`config.mk`:
```
export PLATFORM = sky130hd
export DESIGN_NAME = sliding_window_median_filter_unit_flat
export DESIGN_NICKNAME = d
export VERILOG_FILES = /design/src/rtl/swmf_pkg.sv /design/src/rtl/swmf_if.sv /design/src/rtl/swmf_cell.sv /design/src/rtl/sliding_window_median_filter_unit.sv /design/src/flat_wrapper.sv
export SDC_FILE = /design/constraint.sdc
export NUM_CORES = 1
export LEC_CHECK = 0
export ABC_AREA = 1
export BUFFER_PORTS_ARGS = -buffer_cell sky130_fd_sc_hd__clkbuf_2
export CAP_MARGIN = 40
export CORE_ASPECT_RATIO = 0.75
export CORE_UTILIZATION = 40
export CTS_CLUSTER_DIAMETER = 200
export DETAILED_ROUTE_END_ITERATION = 6
export PLACE_DENSITY_LB_ADDON = 0.1
export SYNTH_ARGS = -nofsm -noshare
export SYNTH_HDL_FRONTEND = slang
export SYNTH_SLANG_ARGS = --single-unit
```
`constraint.sdc`:
```
create_clock -name clk -period 4.5 [get_ports clk]
set_input_delay 0.675 -clock clk [delete_from_list [all_inputs] [get_ports clk]]
set_output_delay 0.675 -clock clk [all_outputs]
set_load 0.05 [all_outputs]
```
`src/rtl/swmf_pkg.sv`:
```
// Shared constants and helpers for the sliding window median filter.
// No dependencies; every other file in the block depends on this package.
package swmf_pkg;

  // Width of one sample and of one median word.
  localparam int SAMPLE_W = 16;

  // Default window length.
  localparam int WINDOW_DEFAULT = 5;

  // Floor of the mean of two samples, without a wider intermediate sum.
  function automatic logic [SAMPLE_W-1:0] mean_floor(input logic [SAMPLE_W-1:0] a,
                                                     input logic [SAMPLE_W-1:0] b);
    logic [SAMPLE_W-1:0] lsb;
    lsb = {{(SAMPLE_W-1){1'b0}}, a[0] & b[0]};
    return (a >> 1) + (b >> 1) + lsb;
  endfunction

endpackage

```
`src/rtl/swmf_if.sv`:
```
// Handshake channels for the median filter: one for samples, one for medians.
// Depends on swmf_pkg for the word width.
interface swmf_sample_if;
  logic                          valid;
  logic                          ready;
  logic [swmf_pkg::SAMPLE_W-1:0] sample;

  modport source (output valid, output sample, input ready);
  modport sink (input valid, input sample, output ready);
endinterface

interface swmf_median_if;
  logic                          valid;
  logic                          ready;
  logic [swmf_pkg::SAMPLE_W-1:0] median;

  modport source (output valid, output median, input ready);
  modport sink (input valid, input median, output ready);
endinterface

```
`src/rtl/swmf_cell.sv`:
```
// One cell of the sorted window chain: holds a sample and its age.
// Depends on swmf_pkg; neighbors are wired together in the top level.
module swmf_cell #(
  parameter int WINDOW = swmf_pkg::WINDOW_DEFAULT,
  parameter int AGE_W  = 3,
  parameter int IDX    = 0
) (
  input  logic                          clk,
  input  logic                          rst,
  input  logic                          load,
  input  logic [swmf_pkg::SAMPLE_W-1:0] x,
  input  logic [swmf_pkg::SAMPLE_W-1:0] up_val,
  input  logic [AGE_W-1:0]              up_age,
  input  logic                          del_below_in,
  input  logic [swmf_pkg::SAMPLE_W-1:0] dn_cval,
  input  logic [AGE_W-1:0]              dn_cage,
  input  logic                          dn_gt,
  output logic [swmf_pkg::SAMPLE_W-1:0] val,
  output logic [AGE_W-1:0]              age,
  output logic [swmf_pkg::SAMPLE_W-1:0] val_next,
  output logic                          del_below_out,
  output logic [swmf_pkg::SAMPLE_W-1:0] cval,
  output logic [AGE_W-1:0]              cage,
  output logic                          cgt
);
  import swmf_pkg::*;

  logic             del;
  logic             shift;
  logic [AGE_W-1:0] age_next;

  // The oldest sample leaves the window on every new word.
  assign del           = (age == AGE_W'(WINDOW - 1));
  assign del_below_out = del_below_in | del;
  assign shift         = del_below_in | del;

  // Compacted view: at or above the leaving sample, take the upper neighbor.
  assign cval = shift ? up_val : val;
  assign cage = shift ? up_age : age;
  assign cgt  = (cval > x);

  // Insert the new sample into the compacted, still sorted, list.
  always_comb begin
    val_next = x;
    age_next = '0;
    if ((IDX > 0) && dn_gt) begin
      val_next = dn_cval;
      age_next = dn_cage + AGE_W'(1);
    end else if ((IDX < WINDOW - 1) && !cgt) begin
      val_next = cval;
      age_next = cage + AGE_W'(1);
    end
  end

  // The window resets to zeros; ages start as a permutation of 0..WINDOW-1.
  always_ff @(posedge clk) begin
    if (rst) begin
      val <= '0;
      age <= AGE_W'(IDX);
    end else if (load) begin
      val <= val_next;
      age <= age_next;
    end
  end

endmodule

```
`src/rtl/sliding_window_median_filter_unit.sv`:
```
// Running median filter over the latest WINDOW 16-bit samples.
// Depends on swmf_pkg, swmf_if and swmf_cell.
//
// The block takes one sample word per clock cycle and returns its median in the
// next cycle, held in an output register. The window lives in a chain of
// WINDOW cells kept in sorted order; each accepted word removes the oldest
// sample and inserts the new one in the same update, so the rate is one word
// per cycle for as long as the median side keeps taking words. The window
// starts as zeros right after reset and needs no clearing pass. For an even
// window the result is the floor of the mean of the two middle samples.
module sliding_window_median_filter_unit #(
  parameter int WINDOW = swmf_pkg::WINDOW_DEFAULT
) (
  input  logic          clk,
  input  logic          rst,
  swmf_sample_if.sink   sample_ch,
  swmf_median_if.source median_ch
);
  import swmf_pkg::*;

  localparam int AGE_W = (WINDOW > 1) ? $clog2(WINDOW) : 1;

  logic                load;
  logic                out_valid;
  logic [SAMPLE_W-1:0] median;
  logic [SAMPLE_W-1:0] median_next;

  logic [SAMPLE_W-1:0] val      [WINDOW];
  logic [AGE_W-1:0]    age      [WINDOW];
  logic [SAMPLE_W-1:0] val_next [WINDOW];
  logic [SAMPLE_W-1:0] cval     [WINDOW];
  logic [AGE_W-1:0]    cage     [WINDOW];
  logic                cgt      [WINDOW];
  logic                del_chain[WINDOW+1];

  // A new word enters whenever the output register is free or being emptied.
  assign sample_ch.ready = !out_valid || median_ch.ready;
  assign load            = sample_ch.valid && sample_ch.ready;

  assign del_chain[0] = 1'b0;

  // Chain of cells, lowest value at index zero.
  for (genvar i = 0; i < WINDOW; i++) begin : g_cell
    logic [SAMPLE_W-1:0] up_val;
    logic [AGE_W-1:0]    up_age;
    logic [SAMPLE_W-1:0] dn_cval;
    logic [AGE_W-1:0]    dn_cage;
    logic                dn_gt;

    if (i < WINDOW - 1) begin : g_up
      assign up_val = val[i+1];
      assign up_age = age[i+1];
    end else begin : g_top
      assign up_val = '0;
      assign up_age = '0;
    end

    if (i > 0) begin : g_dn
      assign dn_cval = cval[i-1];
      assign dn_cage = cage[i-1];
      assign dn_gt   = cgt[i-1];
    end else begin : g_bottom
      assign dn_cval = '0;
      assign dn_cage = '0;
      assign dn_gt   = 1'b0;
    end

    swmf_cell #(
      .WINDOW(WINDOW),
      .AGE_W (AGE_W),
      .IDX   (i)
    ) u_cell (
      .clk          (clk),
      .rst          (rst),
      .load         (load),
      .x            (sample_ch.sample),
      .up_val       (up_val),
      .up_age       (up_age),
      .del_below_in (del_chain[i]),
      .dn_cval      (dn_cval),
      .dn_cage      (dn_cage),
      .dn_gt        (dn_gt),
      .val          (val[i]),
      .age          (age[i]),
      .val_next     (val_next[i]),
      .del_below_out(del_chain[i+1]),
      .cval         (cval[i]),
      .cage         (cage[i]),
      .cgt          (cgt[i])
    );
  end

  // Median of the updated window.
  if ((WINDOW % 2) == 0) begin : g_even
    assign median_next = mean_floor(val_next[WINDOW/2-1], val_next[WINDOW/2]);
  end else begin : g_odd
    assign median_next = val_next[WINDOW/2];
  end

  // Output register.
  always_ff @(posedge clk) begin
    if (rst) begin
      out_valid <= 1'b0;
    end else if (load) begin
      out_valid <= 1'b1;
    end else if (median_ch.ready) begin
      out_valid <= 1'b0;
    end
  end

  always_ff @(posedge clk) begin
    if (load) begin
      median <= median_next;
    end
  end

  assign median_ch.valid  = out_valid;
  assign median_ch.median = median;

endmodule

```
`src/flat_wrapper.sv`:
```
// flat-port wrapper written by rule: the top's interface ports become plain ports
module sliding_window_median_filter_unit_flat import swmf_pkg::*;
#(
  parameter int WINDOW = swmf_pkg::WINDOW_DEFAULT
)
  (clk, rst, sample_ch_valid, sample_ch_sample, sample_ch_ready, median_ch_valid, median_ch_median, median_ch_ready);
  swmf_sample_if sample_ch_i ();
  swmf_median_if median_ch_i ();
  input  logic clk;
  input  logic rst;
  input wire logic [$bits(sample_ch_i.valid)-1:0] sample_ch_valid;
  input wire logic [$bits(sample_ch_i.sample)-1:0] sample_ch_sample;
  output wire logic [$bits(sample_ch_i.ready)-1:0] sample_ch_ready;
  output wire logic [$bits(median_ch_i.valid)-1:0] median_ch_valid;
  output wire logic [$bits(median_ch_i.median)-1:0] median_ch_median;
  input wire logic [$bits(median_ch_i.ready)-1:0] median_ch_ready;
  assign sample_ch_i.valid = sample_ch_valid;
  assign sample_ch_i.sample = sample_ch_sample;
  assign sample_ch_ready = sample_ch_i.ready;
  assign median_ch_valid = median_ch_i.valid;
  assign median_ch_median = median_ch_i.median;
  assign median_ch_i.ready = median_ch_ready;
  sliding_window_median_filter_unit #(.WINDOW(WINDOW)) u_core (.clk(clk), .rst(rst), .sample_ch(sample_ch_i), .median_ch(median_ch_i));
endmodule
```
==> flow_metrics.tcl, run 1 <==
set metrics [dict create \
    drc_errors 0 \
    crit_arrival_ns 3.91 \
    synth_edf_count 16 \
    r2r_cells 15 \
    place_hpwl_um 17500 \
    syn_nets 1443 \
    cpMostUsedCell "nand2_1" \
    rrSetupSlack_ns 0.69 \
    cts_resized 0 \
    setup_viol 0 \
    final-hold-violation-count 0 \
    ys.flop_type "dfxtp_1" \
    antenna_left 0 \
    synthDominantCellAreaShare_pct 22.6 \
    hold_buffers 0 \
    synth_cell_types 33 \
    area.growth.synth_to_final_pct 8.21 \
    ys_async_sr_fraction_pct 0 \
    die-area_um2 21900 \
    antenna_found_initial 0 \
    vias 8435 \
    io_buffers 37 \
    timing.rr.start "u_core.g_cell[0].u_cell.age[0]$_SDFFE_PP0P_" \
    cts_buffers 9 \
    initial_core_util_pct 41.4 \
    max_freq_ghz 0.262 \
    cts_root_buffer "clkbuf_16" \
    crit_cells 15 \
    firstDrtPassIters 5 \
    dp.cells 1617 \
    syn_area_per_cell_um2 6.29 \
    synth-seq-area-share_pct 28.2 \
    hp-class "flop to flop" \
    gp_congestion 0.840 \
    multiInputGateArea_um2 5050 \
    critPathBufInv 3 \
    drt_iter0_drc 643 \
    yosys-top-cells-area "dfxtp_1 (23%), nand2_1 (19%), nand3_1 (11%)" \
    synth_common_cells "nand2_1 (431), nand3_1 (195), inv_1 (172), a21oi_1 (122), dfxtp_1 (96)" \
    wl_per_cell_um 15.2 \
    cts_tree "built" \
    die_h_um 128 \
    crit_family "simple AND/OR/NAND/NOR gates" \
    crit_path_start "u_core.g_cell[0].u_cell.age[0]$_SDFFE_PP0P_" \
    path_clk_slew_ns 0.08 \
    first_global_vias 7790 \
    layoutNonFillerInstCount 1633 \
    finish.net_count 1434 \
    fin_skew_ns 0.00998 \
    drive_gt1_share_pct 8.66 \
    relSlewSlack_pct 53.6 \
    rows 45 \
    routed_via_density 5.17 \
    min_period_over_period_pct 84.8 \
    syn_area_um2 8520 \
    cp_max_fo 34 \
    crit_path_start_kind "flop" \
    design_area_um2 9220 \
    synth_top_area_cell "dfxtp_1" \
    dpl_cell_area_um2 8880 \
    ctsLongestPathBuffers 2 \
    p_leak_nw 4.75 \
    clock_latency_ns 0.37 \
    status "completed" \
    worst_r2r_endpoint "u_core.median_ch.median[4]$_DFFE_PP_" \
    die_w_um 170 \
    worst-slew-pin-transition_ns 0.694 \
    rsz0062_at_grt "no" \
    yosysWarnings 0 \
    fin_crit_ns 3.81 \
    drv_cap 0 \
    power_density_nw_per_um2 413 \
    cts_setup_buffers 0 \
    nFillCells 2221 \
    synth.most_common_cell "nand2_1" \
    slew_violations 0 \
    grt_overflow 0 \
    cp-endpoint "u_core.median_ch.median[4]$_DFFE_PP_" \
    pin_count 38 \
    core_area_um2 20600 \
    min_from "u_core.g_cell[0].u_cell.val[13]$_SDFFE_PP0P_" \
    grt_pass1_wl_um 40400 \
    crit_chain "nor2_2, nand2_4, nand2_4, inv_2, nand2_1, o21ai_0, ha_1, nand4_1, nor2_1, nand3_2, buf_4, nand2_2, inv_2, nand2_1, nand2_1" \
    ir_drop_uv 201 \
    synthCells 1355 \
    worstSetupPathType "flop to flop" \
    seq_area_um2 2400 \
    grt_max_degree 70 \
    slowest_delay_ns 0.35 \
    antenna_cells 0 \
    clkSinkCount 112 \
    min_path_cells 2 \
    crit_required_ns 4.60 \
    htree_levels 3 \
    synth-seq-cells 112 \
    setup_tns_ns 0 \
    track_usage_pct 23.5 \
    slowest_stage "nand2_4" \
    routed_wl_um 24700 \
    end_kind "flop" \
]
## stage by stage
step | power [mW] | utilization [%] | setup slack [ns] | hold slack, ns
floorplan | 2.52 | - | 1.91 | 0.445
global placement | 2.85 | 42.8 | 0.731 | 0.453
detailed placement | 2.87 | 43.2 | 0.735 | 0.458
CTS | 3.84 | 44.8 | 0.711 | 0.470
global route | 4.12 | 44.8 | 0.358 | 0.487
finish | 3.80 | 44.8 | 0.686 | 0.467
## final cells by class
type                            instances  share of cell area [%]
Sequential cell                       112                    26.1
Tap cell                              282                    3.83
Clock inverter                          6                    1.17
Clock buffer                           10                    2.48
Multi-Input combinational cell        983                    54.8
Timing Repair Buffer                   56                    4.13
Inverter                              184                    7.55
## cell usage in the layout (no fill, tap or decap), drive strengths merged
master  Yosys  routed
a21o        4       4
a21oi     123     123
a31oi       2       2
buf        31      20
bufinv      0       3
clkbuf     45      46
clkinv      1       3
dfxtp      96      96
edfxtp     16      16
ha         68      68
inv       183     184
mux2i       1       1
nand2     440     440
nand3     200     200
nand4      20      20
nor2       26      26
nor3        3       3
o21ai      93      93
o31ai       1       1
xnor2       2       2
## per-layer routing
layer / global-route usage (%) / routed length [µm]
met5: 0 / 0
met3: 3.41 / 1070
met1: 33.0 / 12300
met2: 38.5 / 11200
met4: 4.56 / 201
## power breakdown
part           total [mW]  internal (mW)  switching [mW]
Clock               0.956          0.545           0.411
Sequential           1.26           1.17          0.0826
Combinational        1.59          0.503            1.09
## registers in the layout (all words and copies together) (netlist names)
signal                    cells
u_core.g_cell.u_cell.val     80
u_core.median_ch.valid        1
u_core.g_cell.u_cell.age     15
u_core.median_ch.median      16
## kinds of logic after synthesis
| family | share of synthesized area, % |
|---|---|
| AO/OA/AOI/OAI | 14.0 |
| XOR/XNOR | 0.206 |
| adder cells (fa/ha/maj) | 9.99 |
| buffers and inverters | 12.5 |
| flip-flops | 28.2 |
| multiplexers | 0.118 |
| AND/OR/NAND/NOR | 34.9 |
## how the worst min path moves through the flow
stage	slack, ns	end
floorplan	0.45	u_core.g_cell[0].u_cell.val[0]$_SDFFE_PP0P_
global placement	0.45	u_core.g_cell[0].u_cell.val[15]$_SDFFE_PP0P_
detailed placement	0.46	u_core.g_cell[0].u_cell.val[12]$_SDFFE_PP0P_
CTS	0.47	u_core.g_cell[1].u_cell.age[1]$_SDFFE_PP0P_
global route	0.49	u_core.g_cell[0].u_cell.val[14]$_SDFFE_PP0P_
finish	0.47	u_core.g_cell[0].u_cell.val[13]$_SDFFE_PP0P_
## worst reg2reg max path, delay by kind of cell (launching register included)
family / cells / cell delay, ns
compound gates: 1 / 0.15
simple gates: 10 / 2.03
fa+ha+maj: 1 / 0.34
flops: 1 / 0.34
buf+inv: 3 / 0.68
Power figures use the tool's default switching activity.
==> run 2: changes to the inputs <==
clock period = 3.6 ns   (was 4.5 ns; I/O delays follow)
==> run 2 against run 1 <==
Compared with the run above: die area is the same; hold slack lost 0.00094 ns; combinational power grew 26%; setup slack lost 0.34 ns; final area shrank 0.22%; largest power group unchanged.
==> flow_metrics.tcl, run 2 (synthesized netlist as in run 1, its figures left out) <==
set metrics [dict create \
    die-area_um2 21900 \
    routed_via_density 5.13 \
    slew_violations 0 \
    final_util_pct 44.7 \
    most-common-layout-cells "nand2_1 (430), nand3_1 (195), inv_1 (171)" \
    power_density_nw_per_um2 506 \
    cts_root_buffer "clkbuf_16" \
    fin_crit_ns 3.26 \
    crit_chain "nor2_2, nand2_4, nand3_4, inv_4, nand2_4, nand2_1, nand2_1, ha_1, nand2_1, nor2_1, nand2_1, nand2_1, nand2_1, nand2_1, buf_4, nand3_1, nand3_1, nand2_1, a21oi_1" \
    slowest_delay_ns 0.39 \
    end_kind "flop" \
    antenna_found_initial 0 \
    critPathBufInv 2 \
    largest_reg_flops 80 \
    worstSetupPathType "flop to flop" \
    ctsLongestPathBuffers 2 \
    wl_met2_um 11000 \
    p_leak_nw 4.74 \
    drc_errors 0 \
    cellInternalPower_mw 2.70 \
    crit_path_start_kind "flop" \
    clock_latency_ns 0.37 \
    max_freq_ghz 0.307 \
    cp_max_fo 31 \
    die_h_um 128 \
    pre_cts_slack_ns 0.347 \
    fin_ws_ns 0.343 \
    hp-class "flop to flop" \
    status "completed" \
    grt_pass1_wl_um 39600 \
    slowest_stage "dfxtp_1" \
    setup_tns_ns 0 \
    rsz0062_at_grt "no" \
    cpMostUsedCell "nand2_1" \
    routed_wl_um 24600 \
    top_regs "u_core.g_cell.u_cell.val x80, u_core.median_ch.median x16, u_core.g_cell.u_cell.age x15" \
    antenna_left 0 \
    initial_core_util_pct 41.4 \
    area.growth.synth_to_final_pct 7.98 \
    drv_cap 0 \
    clkSinkCount 112 \
    cts_tree "built" \
    cts_resized 0 \
    p_seq_share_pct 33.8 \
    antenna_cells 0 \
    layout_commonest_cell "nand2_1" \
    drive_gt1_share_pct 8.78 \
    wl_met3_um 916 \
    grt_overflow 0 \
    rows 45 \
    p_clk_share_pct 23.2 \
    firstDrtPassIters 4 \
    final-hold-violation-count 0 \
    min_period_over_period_pct 90.5 \
    pwr-share-comb_pct 43.0 \
    place_hpwl_um 17500 \
    top_register "u_core.g_cell.u_cell.val" \
    crit_arrival_ns 3.55 \
    highest_layer "met4" \
    cts_buffers 9 \
    wl_met1_um 12500 \
    nFillCells 2232 \
    drt_iter0_drc 533 \
    pin_count 38 \
    setup_viol 0 \
    worst-slew-pin-transition_ns 0.619 \
    core_area_um2 20600 \
    die_w_um 170 \
    total_power_mw 4.65 \
    ir_drop_uv 229 \
    holdWs_ns 0.466 \
    io_buffers 37 \
    track_usage_pct 23.0 \
    hold_buffers 0 \
    grt_max_degree 64 \
    gp_congestion 0.816 \
    relSlewSlack_pct 58.8 \
    wl_per_cell_um 15.0 \
    htree_levels 3 \
    path_clk_slew_ns 0.08 \
    cts_setup_buffers 0 \
    crit_required_ns 3.89 \
    fin_skew_ns 0.0127 \
    vias 8400 \
    crit_family "simple AND/OR/NAND/NOR gates" \
    sw_frac_of_total_pct 42.1 \
    p_sw_mw 1.96 \
    first_global_vias 7729 \
    finish.net_count 1438 \
]
[run 2: changes by cell type in the layout (fill, tap and decap cells not counted), sizes merged]
cell    change
buf         +4
bufinv      -2
clkbuf      +4
clkinv      -2
[run 2: worst min-delay path: stages (launching register included)]
cell     delay, ns
dfxtp_1       0.31
nand2_1       0.06
a21oi_1       0.05
[run 2: cell type report]
| class | instances | area [µm²] | area share, % |
|---|---|---|---|
| Clock buffer | 14 | 265 | 2.88 |
| Clock inverter | 2 | 36.3 | 0.395 |
| Inverter | 184 | 696 | 7.56 |
| Multi-Input combinational cell | 983 | 5050 | 54.9 |
| Sequential cell | 112 | 2400 | 26.1 |
| Tap cell | 282 | 353 | 3.84 |
| Timing Repair Buffer | 60 | 395 | 4.30 |
[run 2: per-layer routing]
metal  up-vias  global-route usage, %
met1      3839                   32.2
li1       4393                      -
met5         -                      0
met3        12                   3.35
met4         0                   4.66
met2       156                   37.5
[run 2: final timing paths]
kind	cells past startpoint	endpoint	from	slack, ns
worst max-delay path	19	u_core.g_cell[3].u_cell.val[7]$_SDFFE_PP0P_	u_core.g_cell[0].u_cell.age[0]$_SDFFE_PP0P_	0.34
worst min-delay path	2	u_core.g_cell[0].u_cell.val[12]$_SDFFE_PP0P_	u_core.g_cell[0].u_cell.val[12]$_SDFFE_PP0P_	0.47
worst max register to register	19	u_core.g_cell[3].u_cell.val[7]$_SDFFE_PP0P_	u_core.g_cell[0].u_cell.age[0]$_SDFFE_PP0P_	0.34
worst min register to register	2	u_core.g_cell[0].u_cell.val[12]$_SDFFE_PP0P_	u_core.g_cell[0].u_cell.val[12]$_SDFFE_PP0P_	0.47
[run 2: stage by stage]
stage	instance area, µm²	cells
after floorplan	8520	1355
after global placement	8870	1620
after detailed placement	8890	1621
after CTS	9200	1637
after global routing	9200	1637
final	9200	1637
[run 2: power by group through the flow]
stage               Sequential (mW)  Clock [mW]  Combinational [mW]
floorplan                      1.71           0                1.44
global placement               1.60           0                1.98
detailed placement             1.60           0                2.00
CTS                            1.57        1.13                2.01
global route                   1.59        1.15                2.28
finish                         1.57        1.08                2.00
